===== src/rtl/core/tmbp_pkg.sv =====
// ----------------------------------------------------------------------------
// tmbp_pkg
// Shared types, codes and record builders for the tracker module byte parser.
// ----------------------------------------------------------------------------
package tmbp_pkg;

    typedef enum logic [2:0] {
        PH_SONG,
        PH_COUNT,
        PH_ORDER,
        PH_PLEN,
        PH_CHECK,
        PH_NOTE2,
        PH_NOTE4,
        PH_DONE
    } phase_t;

    localparam logic [2:0] REC_SONG_LEN   = 3'd0;
    localparam logic [2:0] REC_PAT_COUNT  = 3'd1;
    localparam logic [2:0] REC_ORDER      = 3'd2;
    localparam logic [2:0] REC_PAT_START  = 3'd3;
    localparam logic [2:0] REC_ROW        = 3'd4;

    localparam logic [7:0] CHK_CH1        = 8'h80;
    localparam logic [7:0] CHK_CH2        = 8'h40;
    localparam logic [7:0] CHK_CH3        = 8'h20;
    localparam logic [7:0] CHK_CH4        = 8'h10;
    localparam logic [7:0] CHK_CH2_C4     = 8'h08;
    localparam logic [7:0] CHK_CH2_OFF    = 8'h04;
    localparam logic [7:0] CHK_CH1_F6     = 8'h02;
    localparam logic [7:0] CHK_CH3_F6     = 8'h01;
    localparam logic [7:0] NIBBLE_MASK    = 8'h0f;

    localparam logic [7:0] NOTE_F6        = 8'd78;
    localparam logic [7:0] NOTE_C4        = 8'd49;
    localparam logic [7:0] NOTE_OFF       = 8'd99;

    localparam int FIFO_DEPTH = 4;
    localparam int FIFO_PTR_W = $clog2(FIFO_DEPTH);
    localparam int FIFO_CNT_W = $clog2(FIFO_DEPTH + 1);

    typedef struct packed {
        logic [2:0] record_type;
        logic [7:0] value_a;
        logic [7:0] value_b;
        logic       ch1_active;
        logic [7:0] ch1_note;
        logic       ch2_active;
        logic [7:0] ch2_note;
        logic       ch3_active;
        logic [7:0] ch3_note;
        logic       ch4_active;
        logic [7:0] ch4_note;
        logic       last;
    } rec_t;

    typedef struct packed {
        logic [1:0] count;
        rec_t       rec0;
        rec_t       rec1;
    } push_t;

    function automatic rec_t make_simple(logic [2:0] rtype, logic [7:0] a, logic [7:0] b);
        rec_t r;
        r             = '0;
        r.record_type = rtype;
        r.value_a     = a;
        r.value_b     = b;
        return r;
    endfunction

    function automatic rec_t make_row(logic [7:0] check, logic [7:0] ch2_byte, logic ch2_read,
                                      logic ch4_read, logic [7:0] ch4_byte, logic trunc,
                                      logic [7:0] pidx);
        rec_t r;
        r = make_simple(REC_ROW, pidx, {7'd0, trunc});
        if ((check & CHK_CH1) != 8'd0)
        begin
            r.ch1_active = 1'b1;
            r.ch1_note   = ((check & CHK_CH1_F6) != 8'd0) ? NOTE_F6 : NOTE_OFF;
        end
        if ((check & CHK_CH2) != 8'd0)
        begin
            if ((check & CHK_CH2_OFF) != 8'd0)
            begin
                r.ch2_active = 1'b1;
                r.ch2_note   = NOTE_OFF;
            end
            else if ((check & CHK_CH2_C4) != 8'd0)
            begin
                r.ch2_active = 1'b1;
                r.ch2_note   = NOTE_C4;
            end
            else if (ch2_read)
            begin
                r.ch2_active = 1'b1;
                r.ch2_note   = ch2_byte;
            end
        end
        if ((check & CHK_CH3) != 8'd0)
        begin
            r.ch3_active = 1'b1;
            r.ch3_note   = ((check & CHK_CH3_F6) != 8'd0) ? NOTE_F6 : NOTE_OFF;
        end
        if (((check & CHK_CH4) != 8'd0) && ch4_read)
        begin
            r.ch4_active = 1'b1;
            r.ch4_note   = ch4_byte;
        end
        return r;
    endfunction

endpackage


===== src/rtl/core/tmbp_parse.sv =====
// ----------------------------------------------------------------------------
// tmbp_parse
// Input word register, parse state and single-pass decode into up to two
// records per byte.
// ----------------------------------------------------------------------------
module tmbp_parse
    import tmbp_pkg::*;
(
    input  logic                  clk,
    input  logic                  rst_n,
    input  logic                  in_valid,
    output logic                  in_stall,
    input  logic [7:0]            data_byte,
    input  logic                  start_of_module,
    input  logic [FIFO_CNT_W-1:0] space,
    output push_t                 push
);

    logic       vld_reg;
    logic [7:0] byte_reg;
    logic       som_reg;

    phase_t     phase_reg,        phase_next;
    logic [7:0] song_len_reg,     song_len_next;
    logic [7:0] order_index_reg,  order_index_next;
    logic [7:0] pattern_total_reg, pattern_total_next;
    logic [7:0] pattern_index_reg, pattern_index_next;
    logic [7:0] bytes_left_reg,   bytes_left_next;
    logic [7:0] held_check_reg,   held_check_next;
    logic [7:0] held_ch2_reg,     held_ch2_next;
    logic [1:0] pending_reg,      pending_next;

    phase_t     ph;
    logic [7:0] sl, oi, pt, pi, bl, hc, h2;
    logic [1:0] np;
    logic [7:0] oi_inc, oi_inc2, pi_inc, bl_dec;
    logic       need2;
    logic [1:0] chk_np;
    logic       row_end;
    logic [1:0] n;
    rec_t       rec0, rec1;
    logic       consume;

    // restart mark takes the byte against reset state
    always_comb
    begin
        ph = som_reg ? PH_SONG : phase_reg;
        sl = som_reg ? 8'd0 : song_len_reg;
        oi = som_reg ? 8'd0 : order_index_reg;
        pt = som_reg ? 8'd0 : pattern_total_reg;
        pi = som_reg ? 8'd0 : pattern_index_reg;
        bl = som_reg ? 8'd0 : bytes_left_reg;
        hc = som_reg ? 8'd0 : held_check_reg;
        h2 = som_reg ? 8'd0 : held_ch2_reg;
        np = som_reg ? 2'd0 : pending_reg;
    end

    assign oi_inc  = oi + 8'd1;
    assign oi_inc2 = oi + 8'd2;
    assign pi_inc  = pi + 8'd1;
    assign bl_dec  = bl - 8'd1;
    assign need2   = ((byte_reg & CHK_CH2) != 8'd0) && ((byte_reg & CHK_CH2_OFF) == 8'd0)
                     && ((byte_reg & CHK_CH2_C4) == 8'd0);
    assign chk_np  = {1'b0, need2} + {1'b0, ((byte_reg & CHK_CH4) != 8'd0)};

    always_comb
    begin
        phase_next         = ph;
        song_len_next      = sl;
        order_index_next   = oi;
        pattern_total_next = pt;
        pattern_index_next = pi;
        bytes_left_next    = bl;
        held_check_next    = hc;
        held_ch2_next      = h2;
        pending_next       = np;
        rec0               = '0;
        rec1               = '0;
        n                  = 2'd0;
        row_end            = 1'b0;
        case (ph)
            PH_SONG:
            begin
                song_len_next = byte_reg;
                rec0          = make_simple(REC_SONG_LEN, byte_reg, 8'd0);
                n             = 2'd1;
                phase_next    = PH_COUNT;
            end
            PH_COUNT:
            begin
                pattern_total_next = byte_reg;
                rec0               = make_simple(REC_PAT_COUNT, byte_reg, 8'd0);
                n                  = 2'd1;
                if (sl != 8'd0)
                    phase_next = PH_ORDER;
                else
                    phase_next = (byte_reg == 8'd0) ? PH_DONE : PH_PLEN;
            end
            PH_ORDER:
            begin
                rec0             = make_simple(REC_ORDER, {4'd0, byte_reg[7:4]}, 8'd0);
                n                = 2'd1;
                order_index_next = oi_inc;
                if (oi_inc < sl)
                begin
                    rec1             = make_simple(REC_ORDER, byte_reg & NIBBLE_MASK, 8'd0);
                    n                = 2'd2;
                    order_index_next = oi_inc2;
                end
                if (order_index_next >= sl)
                    phase_next = (pt == 8'd0) ? PH_DONE : PH_PLEN;
            end
            PH_PLEN:
            begin
                rec0            = make_simple(REC_PAT_START, pi, byte_reg);
                n               = 2'd1;
                bytes_left_next = byte_reg;
                if (byte_reg == 8'd0)
                    row_end = 1'b1;
                else
                    phase_next = PH_CHECK;
            end
            PH_CHECK:
            begin
                held_check_next = byte_reg;
                held_ch2_next   = 8'd0;
                bytes_left_next = bl_dec;
                pending_next    = chk_np;
                if (chk_np == 2'd0)
                begin
                    rec0    = make_row(byte_reg, 8'd0, 1'b0, 1'b0, 8'd0, 1'b0, pi);
                    n       = 2'd1;
                    row_end = 1'b1;
                end
                else if (bl_dec == 8'd0)
                begin
                    rec0         = make_row(byte_reg, 8'd0, 1'b0, 1'b0, 8'd0, 1'b1, pi);
                    n            = 2'd1;
                    pending_next = 2'd0;
                    row_end      = 1'b1;
                end
                else
                begin
                    phase_next = need2 ? PH_NOTE2 : PH_NOTE4;
                end
            end
            PH_NOTE2:
            begin
                held_ch2_next   = byte_reg;
                bytes_left_next = bl_dec;
                pending_next    = np - 2'd1;
                if (pending_next == 2'd0)
                begin
                    rec0    = make_row(hc, byte_reg, 1'b1, 1'b0, 8'd0, 1'b0, pi);
                    n       = 2'd1;
                    row_end = 1'b1;
                end
                else if (bl_dec == 8'd0)
                begin
                    rec0         = make_row(hc, byte_reg, 1'b1, 1'b0, 8'd0, 1'b1, pi);
                    n            = 2'd1;
                    pending_next = 2'd0;
                    row_end      = 1'b1;
                end
                else
                begin
                    phase_next = PH_NOTE4;
                end
            end
            PH_NOTE4:
            begin
                bytes_left_next = bl_dec;
                pending_next    = 2'd0;
                rec0            = make_row(hc, h2, 1'b1, 1'b1, byte_reg, 1'b0, pi);
                n               = 2'd1;
                row_end         = 1'b1;
            end
            default:
            begin
                n = 2'd0;
            end
        endcase

        if (row_end)
        begin
            if (bytes_left_next == 8'd0)
            begin
                pattern_index_next = pi_inc;
                phase_next         = (pi_inc == pt) ? PH_DONE : PH_PLEN;
            end
            else
            begin
                phase_next = PH_CHECK;
            end
        end

        if (n == 2'd2)
            rec1.last = 1'b1;
        else if (n == 2'd1)
            rec0.last = 1'b1;
    end

    assign consume    = vld_reg && ({{(FIFO_CNT_W-2){1'b0}}, n} <= space);
    assign in_stall   = vld_reg && !consume;
    assign push.count = consume ? n : 2'd0;
    assign push.rec0  = rec0;
    assign push.rec1  = rec1;

    always_ff @(posedge clk or negedge rst_n)
    begin
        if (!rst_n)
        begin
            vld_reg <= 1'b0;
        end
        else if (!in_stall)
        begin
            vld_reg <= in_valid;
        end
    end

    always_ff @(posedge clk)
    begin
        if (in_valid && !in_stall)
        begin
            byte_reg <= data_byte;
            som_reg  <= start_of_module;
        end
    end

    always_ff @(posedge clk or negedge rst_n)
    begin
        if (!rst_n)
        begin
            phase_reg         <= PH_SONG;
            song_len_reg      <= 8'd0;
            order_index_reg   <= 8'd0;
            pattern_total_reg <= 8'd0;
            pattern_index_reg <= 8'd0;
            bytes_left_reg    <= 8'd0;
            held_check_reg    <= 8'd0;
            held_ch2_reg      <= 8'd0;
            pending_reg       <= 2'd0;
        end
        else if (consume)
        begin
            phase_reg         <= phase_next;
            song_len_reg      <= song_len_next;
            order_index_reg   <= order_index_next;
            pattern_total_reg <= pattern_total_next;
            pattern_index_reg <= pattern_index_next;
            bytes_left_reg    <= bytes_left_next;
            held_check_reg    <= held_check_next;
            held_ch2_reg      <= held_ch2_next;
            pending_reg       <= pending_next;
        end
    end

endmodule


===== src/rtl/core/tmbp_out_fifo.sv =====
// ----------------------------------------------------------------------------
// tmbp_out_fifo
// Register queue: takes up to two records a cycle, gives one unless stalled.
// ----------------------------------------------------------------------------
module tmbp_out_fifo
    import tmbp_pkg::*;
(
    input  logic                  clk,
    input  logic                  rst_n,
    input  push_t                 push,
    output logic [FIFO_CNT_W-1:0] space,
    output logic                  out_valid,
    input  logic                  out_stall,
    output rec_t                  head
);

    rec_t                  mem [FIFO_DEPTH];
    logic [FIFO_PTR_W-1:0] wr_ptr_reg, wr_ptr_next;
    logic [FIFO_PTR_W-1:0] rd_ptr_reg, rd_ptr_next;
    logic [FIFO_CNT_W-1:0] count_reg,  count_next;
    logic                  pop;
    logic [FIFO_PTR_W-1:0] wr_ptr_inc;

    localparam logic [FIFO_CNT_W-1:0] DEPTH_CNT = FIFO_CNT_W'(FIFO_DEPTH);

    assign space       = DEPTH_CNT - count_reg;
    assign out_valid   = (count_reg != '0);
    assign pop         = out_valid && !out_stall;
    assign head        = mem[rd_ptr_reg];
    assign wr_ptr_inc  = wr_ptr_reg + FIFO_PTR_W'(1);
    assign wr_ptr_next = wr_ptr_reg + FIFO_PTR_W'(push.count);
    assign rd_ptr_next = rd_ptr_reg + FIFO_PTR_W'(pop);
    assign count_next  = count_reg + FIFO_CNT_W'(push.count) - FIFO_CNT_W'(pop);

    always_ff @(posedge clk)
    begin
        if (push.count != 2'd0)
            mem[wr_ptr_reg] <= push.rec0;
        if (push.count == 2'd2)
            mem[wr_ptr_inc] <= push.rec1;
    end

    always_ff @(posedge clk or negedge rst_n)
    begin
        if (!rst_n)
        begin
            wr_ptr_reg <= '0;
            rd_ptr_reg <= '0;
            count_reg  <= '0;
        end
        else
        begin
            wr_ptr_reg <= wr_ptr_next;
            rd_ptr_reg <= rd_ptr_next;
            count_reg  <= count_next;
        end
    end

endmodule


===== src/rtl/core/tracker_module_byte_parser.sv =====
// ----------------------------------------------------------------------------
// tracker_module_byte_parser
// Streaming parser for a compact four-channel tracker module image.
// ----------------------------------------------------------------------------
// One input word per cycle is taken into an input register while in_stall is
// low, decoded in a single pass against the parse state and written as up to
// two records into a four-entry output queue whose head drives the output.
// The block sustains one word per cycle while the output side takes one
// record per cycle; an order byte holding two entries puts two records in
// the queue, so under continuous traffic the input stalls once the queue
// fills. start_of_module restarts the parse at any point, and after the last
// pattern further words are consumed silently.
module tracker_module_byte_parser
    import tmbp_pkg::*;
(
    input  logic       clk,
    input  logic       rst_n,
    input  logic       in_valid,
    output logic       in_stall,
    input  logic [7:0] data_byte,
    input  logic       start_of_module,
    output logic       out_valid,
    input  logic       out_stall,
    output logic [2:0] record_type,
    output logic [7:0] value_a,
    output logic [7:0] value_b,
    output logic       ch1_active,
    output logic [7:0] ch1_note,
    output logic       ch2_active,
    output logic [7:0] ch2_note,
    output logic       ch3_active,
    output logic [7:0] ch3_note,
    output logic       ch4_active,
    output logic [7:0] ch4_note,
    output logic       last
);

    push_t                 push;
    logic [FIFO_CNT_W-1:0] space;
    rec_t                  head;

    tmbp_parse u_parse (
        .clk             (clk),
        .rst_n           (rst_n),
        .in_valid        (in_valid),
        .in_stall        (in_stall),
        .data_byte       (data_byte),
        .start_of_module (start_of_module),
        .space           (space),
        .push            (push)
    );

    tmbp_out_fifo u_out_fifo (
        .clk       (clk),
        .rst_n     (rst_n),
        .push      (push),
        .space     (space),
        .out_valid (out_valid),
        .out_stall (out_stall),
        .head      (head)
    );

    assign record_type = head.record_type;
    assign value_a     = head.value_a;
    assign value_b     = head.value_b;
    assign ch1_active  = head.ch1_active;
    assign ch1_note    = head.ch1_note;
    assign ch2_active  = head.ch2_active;
    assign ch2_note    = head.ch2_note;
    assign ch3_active  = head.ch3_active;
    assign ch3_note    = head.ch3_note;
    assign ch4_active  = head.ch4_active;
    assign ch4_note    = head.ch4_note;
    assign last        = head.last;

    a_no_overflow: assert property (@(posedge clk) disable iff (!rst_n)
        (push.count != 2'd0) |-> ({{(FIFO_CNT_W-2){1'b0}}, push.count} <= space))
        else $error("output queue overflow");

    a_stall_needs_backlog: assert property (@(posedge clk) disable iff (!rst_n)
        in_stall |-> out_valid)
        else $error("input stalled with empty output queue");

    a_single_records_last: assert property (@(posedge clk) disable iff (!rst_n)
        (out_valid && (record_type != REC_ORDER)) |-> last)
        else $error("non-order record without last");

    a_pair_first_not_last: assert property (@(posedge clk) disable iff (!rst_n)
        (push.count == 2'd2) |-> (!push.rec0.last && push.rec1.last))
        else $error("record pair marked wrongly");

endmodule

===== config.mk =====
export PLATFORM = sky130hd
export DESIGN_NAME = tracker_module_byte_parser
export DESIGN_NICKNAME = d
export VERILOG_FILES = /design/src/rtl/core/tmbp_pkg.sv /design/src/rtl/core/tmbp_parse.sv /design/src/rtl/core/tmbp_out_fifo.sv /design/src/rtl/core/tracker_module_byte_parser.sv
export SDC_FILE = /design/constraint.sdc
export NUM_CORES = 1
export LEC_CHECK = 0
export BUFFER_PORTS_ARGS = -buffer_cell sky130_fd_sc_hd__buf_2
export CORE_MARGIN = 5
export CORE_UTILIZATION = 25
export DETAILED_ROUTE_END_ITERATION = 10
export SKIP_CTS_REPAIR_TIMING = 1
export SLEW_MARGIN = 20
export SYNTH_ARGS = -nofsm -noshare
export SYNTH_HDL_FRONTEND = slang
export SYNTH_SLANG_ARGS = --single-unit

===== constraint.sdc =====
create_clock -name clk -period 5.53 [get_ports clk]
set_input_delay 0.553 -clock clk [delete_from_list [all_inputs] [get_ports clk]]
set_output_delay 0.553 -clock clk [all_outputs]
set_load 0.01 [all_outputs]

## Word-level counts from Yosys, hierarchy flattened

Memories as Yosys holds them, arrays and structs flattened.
Cells that the tools add are included.

- Bits in registers: 78
- RAM bits: 224
- Output and inout bits: 58
- Memories kept: 1

- Add/sub/neg operators: 12
- Order comparisons: 3
- Equal/unequal tests: 10
- Multiplexer cells: 81
- Reduce and logical (&&, ||, !) cells: 23

Memory list:

| memory | depth | width | read ports | clocked after memory_dff | write ports | RTL line | text |
|---|---|---|---|---|---|---|---|
| u_out_fifo.mem | 4 | 56 | 1 | 0 | 2 | tmbp_out_fifo.sv:17 | `rec_t mem [FIFO_DEPTH];` |

Operators by type and width:

| operator | number |
|---|---|
| $pmux 56 s7 | 1 |
| $mux 56 | 4 |
| $mux 8 | 17 |
| $mux 55 | 2 |
| $mux 9 | 12 |
| $logic_not 8->1 | 6 |
| $mux 3 | 13 |
| $pmux 8 s2 | 2 |
| $mux 6 | 4 |
| $mux 2 | 10 |
| $pmux 3 s6 | 1 |
| $add 8x1->8 const B | 2 |
| $mux 1 | 12 |
| $eq 3x3->1 const B | 3 |
| $add 8x2->8 const B | 1 |
| $eq 8x8->1 | 1 |
| $ge 8x8->1 | 1 |
| $lt 8x8->1 | 1 |
| $pmux 2 s4 | 1 |
| $reduce_bool 8->1 | 1 |
| $sub 8x1->8 const B | 1 |
| $eq 3x2->1 const B | 2 |
| $logic_and 1x1->1 | 6 |
| $pmux 2 s3 | 1 |
| other kinds (20) | 24 |

## Logic depth before layout (Yosys ltp)

- Depth after elaboration: 13
- Mapped depth: 28

## Hierarchy

From an unflattened synthesis, not the netlist that was laid out.

- Cell total of the unflattened synthesis: 1,298
- Area, all modules: 17,598.1 sq um

Modules (own cells, without submodules):

| module | instances | cells an instance | area each (sq um) | sequential area each (sq um) |
|---|---|---|---|---|
| tmbp_out_fifo | 1 | 586 | 11,546.1 | 6,901.6 |
| tmbp_parse | 1 | 712 | 6,052.1 | 1,821.7 |

## Worst setup path before layout

Ideal clock, no wire load.

- Kind: register -> register
- Start point: register u_parse.som_reg
- End point: register u_out_fifo.count_reg[2]
- Library setup time: 0.123 ns
- Arrival: 5.812 ns
- Path slack: -0.405 ns
- Stages on the path, launching flop included: 27
- Path buffers: 8
- Clock period less this slack: 5.935 ns
- Path through: edfxtp_1 clkbuf_1 clkbuf_1 clkbuf_1 buf_1 clkbuf_1 nor2_1 ha_1 a2111oi_0 o21ai_0 a221oi_2 clkbuf_1 and2_1 ha_1 nor2b_1 o211ai_1 and2_1 clkbuf_1 clkbuf_1 nand2b_1 ha_1 inv_1 ha_1 inv_1 fa_1 xor2_1 xnor2_1

- Longest elaborated chain between the ends: 11
- Elaborated cells between the ends (all ways): 29

Ends and longest elaborated chain:

| element | RTL line | text |
|---|---|---|
| from (decl) | tmbp_parse.sv:21 | `logic som_reg;` |
| from (signal assigned) | tmbp_parse.sv:226 | `som_reg <= start_of_module;` |
| parallel branches: the longest is 5 deep, another holds $add 8x1->8 | - |  |
| $pmux 2 s4 * | tmbp_parse.sv:81 | `case (ph)` |
| $le 2x3->1 | tmbp_parse.sv:203 | `assign consume = vld_reg && ({{(FIFO_CNT_W-2){1'b0}}, n} <= space);` |
| $logic_and 1x1->1 | tmbp_parse.sv:203 |  |
| $mux 2 * | tmbp_parse.sv:205 | `assign push.count = consume ? n : 2'd0;` |
| $add 3x2->3 * | tmbp_out_fifo.sv:33 | `assign count_next = count_reg + FIFO_CNT_W'(push.count) - FIFO_CNT_W'(pop);` |
| $sub 3x1->3 * | tmbp_out_fifo.sv:33 |  |
| via u_out_fifo.count_next[2] | tmbp_out_fifo.sv:20 | `logic [FIFO_CNT_W-1:0] count_reg, count_next;` |
| to (signal assigned) | tmbp_out_fifo.sv:55 | `count_reg <= count_next;` |
| to (decl) | tmbp_out_fifo.sv:20 |  |

Mark *: on every way through the listed nets, which the timed path passes.
A chain may end at the register's enable or synchronous reset.

## Worst setup path after layout

Same ends and word-level chain as after synthesis.

==> results.json <==
{
  "track_usage_pct": 13.7,
  "hpwl_um": 27400,
  "synth_cell_types": 83,
  "die_w_um": 241,
  "vias": 11200,
  "synth_top_area_share_pct": 22.8,
  "cts_buffers": 29,
  "synth_seq_area_share_pct": 43.2,
  "period_minus_slack_ps": 5180,
  "ff2ff_path_depth": 23,
  "totalWireLength_um": 41100,
  "synth-seq-cells": 254,
  "postSynth.asyncResetShare_pct": 27.2,
  "synth_top_family_by_area": "simple AND/OR/NAND/NOR gates",
  "antenna-diode-count": 0,
  "fin_crit_sh_pct": 93.6,
  "hold_class": "in -> reg",
  "yosysMostFrequentCell": "nand2_1",
  "die_y_um": 241,
  "grt_pass1_wl_um": 63800,
  "cts_tree": "done",
  "vias_per_cell": 5.23,
  "gp_congestion": 0.875,
  "power_leakage_nw": 5.92,
  "crit_top_cell": "ha_1",
  "critPathMaxFanout": 13,
  "crit_required_ps": 5960,
  "peakVddDrop_uv": 222,
  "synth_adder_area_share_pct": 3.06,
  "grt_overflow": 0,
  "design.portCount": 71,
  "fill_cells": 5393,
  "worst_slack_ps": 354,
  "synth_xor_area_share_pct": 1.91,
  "path_class": "reg -> reg",
  "finalPower_mw": 9.17,
  "nets": 1481,
  "dp_slack_ps": 87.9,
  "grt_pass1_vias": 11000,
  "syn_inst": 1422,
  "arrival_ps": 5610,
  "critical_path.slowest_cell": "edfxtp_1",
  "seq_area_mm2": 0.00576,
  "synthSimpleGateAreaFrac_pct": 19.4,
  "ys_warn_count": 0,
  "antenna_found_initial": 1,
  "largest_register_ffs": 176,
  "synth_edf_count": 33,
  "cp-start-kind": "flip-flop",
  "hold_viol": 0,
  "worstSkewPairLatency_ps": 570,
  "top_register": "u_out_fifo.mem",
  "syn_avg_cell_area_um2": 9.37,
  "ys_top_cells_by_area": "dfxtp_1, dfrtp_1, edfxtp_1",
  "syn2layout_area_growth_pct": 14.3,
  "rows": 84,
  "slew_headroom_pct": 34.2,
  "synth_commonest_cells": "nand2_1, dfxtp_1, nor2_1",
  "root_buffer": "clkbuf_16",
  "first_iter_violations": 1148,
  "wl_per_cell_um": 19.1,
  "timing.hold.ws_ps": 171,
  "drc": 0,
  "status": "completed",
  "htree_levels": 1,
  "skew_ps": 22.7,
  "max-cap-violations": 0,
  "core_mm2": 0.0527,
  "finalMaxSlewViolations": 0,
  "drt-pass1-iter-count": 8,
  "ant_nets": 0,
  "path_clk_slew_ps": 60,
  "numPortBuffers": 66,
  "power.density_mw_per_mm2": 603,
  "end_kind": "flip-flop",
  "slowest_delay_ps": 470,
  "clock_sinks": 254,
  "yosysTopAreaCell": "dfxtp_1",
  "setup_viol": 0,
  "synth_compound_area_share_pct": 17.8,
  "yosys_most_used_dff": "dfxtp_1",
  "grt_max_degree": 70,
  "die-area_mm2": 0.0580,
  "muxShareOfSynthArea_pct": 8.23,
  "final_util_pct": 28.9,
  "initial_utilization_pct": 25.3,
  "multi_input_area_mm2": 0.00677,
  "whs_path_depth": 1,
  "syn_area_mm2": 0.0133,
  "drive_gt1_share_pct": 17.1,
  "max_clock_freq_mhz": 193,
  "tightest_slew_ps": 979,
  "cp_cell_sequence": "nor2b_2 > ha_1 > nand3_1 > xnor2_1 > ha_1 > a2111oi_1 > o21ai_0 > a221oi_2 > buf_4 > and2_1 > ha_1 > nor2b_1 > o211ai_1 > and2_1 > buf_4 > nand2b_1 > ha_1 > inv_1 > ha_1 > inv_1 > fa_1 > xor2_1 > xnor2_1",
  "clock_path_buffers": 3
}
through the flow:
stage	cells	cell area [um2]	setup TNS, ps
after global routing	2146	15200	-21.8
final	2146	15200	0
after global placement	2093	14200	0
after floorplan	1425	13300	-90.7
after detailed placement	2093	14200	0
after CTS	2146	15200	0
final cells by class:
type	count	area share, %
multi-input cells	1013	44.5
flip-flops and latches	254	37.9
clock buffers	42	5.71
well taps	688	5.66
repair buffers	110	4.67
clock inverters	11	0.921
inverters	28	0.691
layout by cell type (no fill, tap or decap), types with 7 or more instances in the layout:
| master | netlist | layout |
|---|---|---|
| inv_1 | 27 | 27 |
| clkbuf_16 | 0 | 32 |
| a32o_1 | 9 | 9 |
| ha_1 | 31 | 31 |
| nor2b_1 | 22 | 20 |
| and3_1 | 12 | 11 |
| dfrtp_1 | 69 | 67 |
| nand2b_1 | 10 | 10 |
| dfxtp_1 | 152 | 152 |
| clkbuf_1 | 59 | 7 |
| xnor2_1 | 12 | 12 |
| nor4_1 | 12 | 12 |
| nand2_1 | 235 | 235 |
| o21ai_0 | 38 | 38 |
| nand4_1 | 11 | 11 |
| o2bb2ai_1 | 10 | 10 |
| xor2_1 | 17 | 17 |
| buf_4 | 20 | 40 |
| a22o_1 | 32 | 32 |
| nor3_1 | 34 | 34 |
| a22oi_1 | 11 | 11 |
| a211oi_1 | 10 | 10 |
| o21ai_1 | 51 | 51 |
| o221a_2 | 8 | 8 |
| a32oi_1 | 19 | 19 |
| mux4_2 | 44 | 44 |
| edfxtp_1 | 33 | 33 |
| nand3_1 | 52 | 52 |
| nor2_1 | 100 | 95 |
| a21oi_1 | 94 | 94 |
| buf_2 | 17 | 66 |
| and2_1 | 19 | 19 |
cells by family (layout without fill, tap and decap cells):
logic type	after synthesis	count (layout)
and+or+nand+nor	545	545
AOI/OAI and AO/OA	349	349
DFF	254	254
buffers and inverters	158	191
muxes	54	54
adders and majority gates	32	32
xor gates and xnor gates	29	29
other	1	4
per-layer routing:
metal / vias up / track usage, % / routed length (um)
li1: 5175 / - / -
met1: 5547 / 18.4 / 17800
met2: 416 / 22.3 / 19100
met3: 94 / 2.96 / 2860
met4: 2 / 4.17 / 1210
met5: - / 0 / 13
where the power goes:
part / switching, mW / total (mW) / internal [mW] / leakage [nW]
combinational: 2.53 / 4.14 / 1.61 / 2.95
sequential: 0.523 / 3.01 / 2.49 / 2.47
clock: 0.792 / 2.02 / 1.23 / 0.500
total: 3.84 / 9.17 / 5.33 / 5.92
path summary, 6_finish.rpt:
path / from / to / slack, ps
hold reg to reg: u_out_fifo.mem[1][33] / u_out_fifo.mem[1][33] / 450
setup / recovery: u_parse.som_reg / u_out_fifo.count_reg[2] / 350
setup reg to reg: u_parse.som_reg / u_out_fifo.count_reg[2] / 350
max in group asynchronous: rst_n / u_out_fifo.rd_ptr_reg[1] / 4620
hold / removal: start_of_module / u_parse.som_reg / 170
min in group asynchronous: rst_n / u_parse.bytes_left_reg[0] / 210
critical path, delay by kind of cell, from the launching register on:
family,cells,cell delay [ps]
flops,1,470
compound gates,4,1080
xor+xnor,3,490
buf+inv,4,540
fa+ha+maj,6,1470
simple gates,6,1000
No activity file was read; power rests on OpenSTA's default activity.
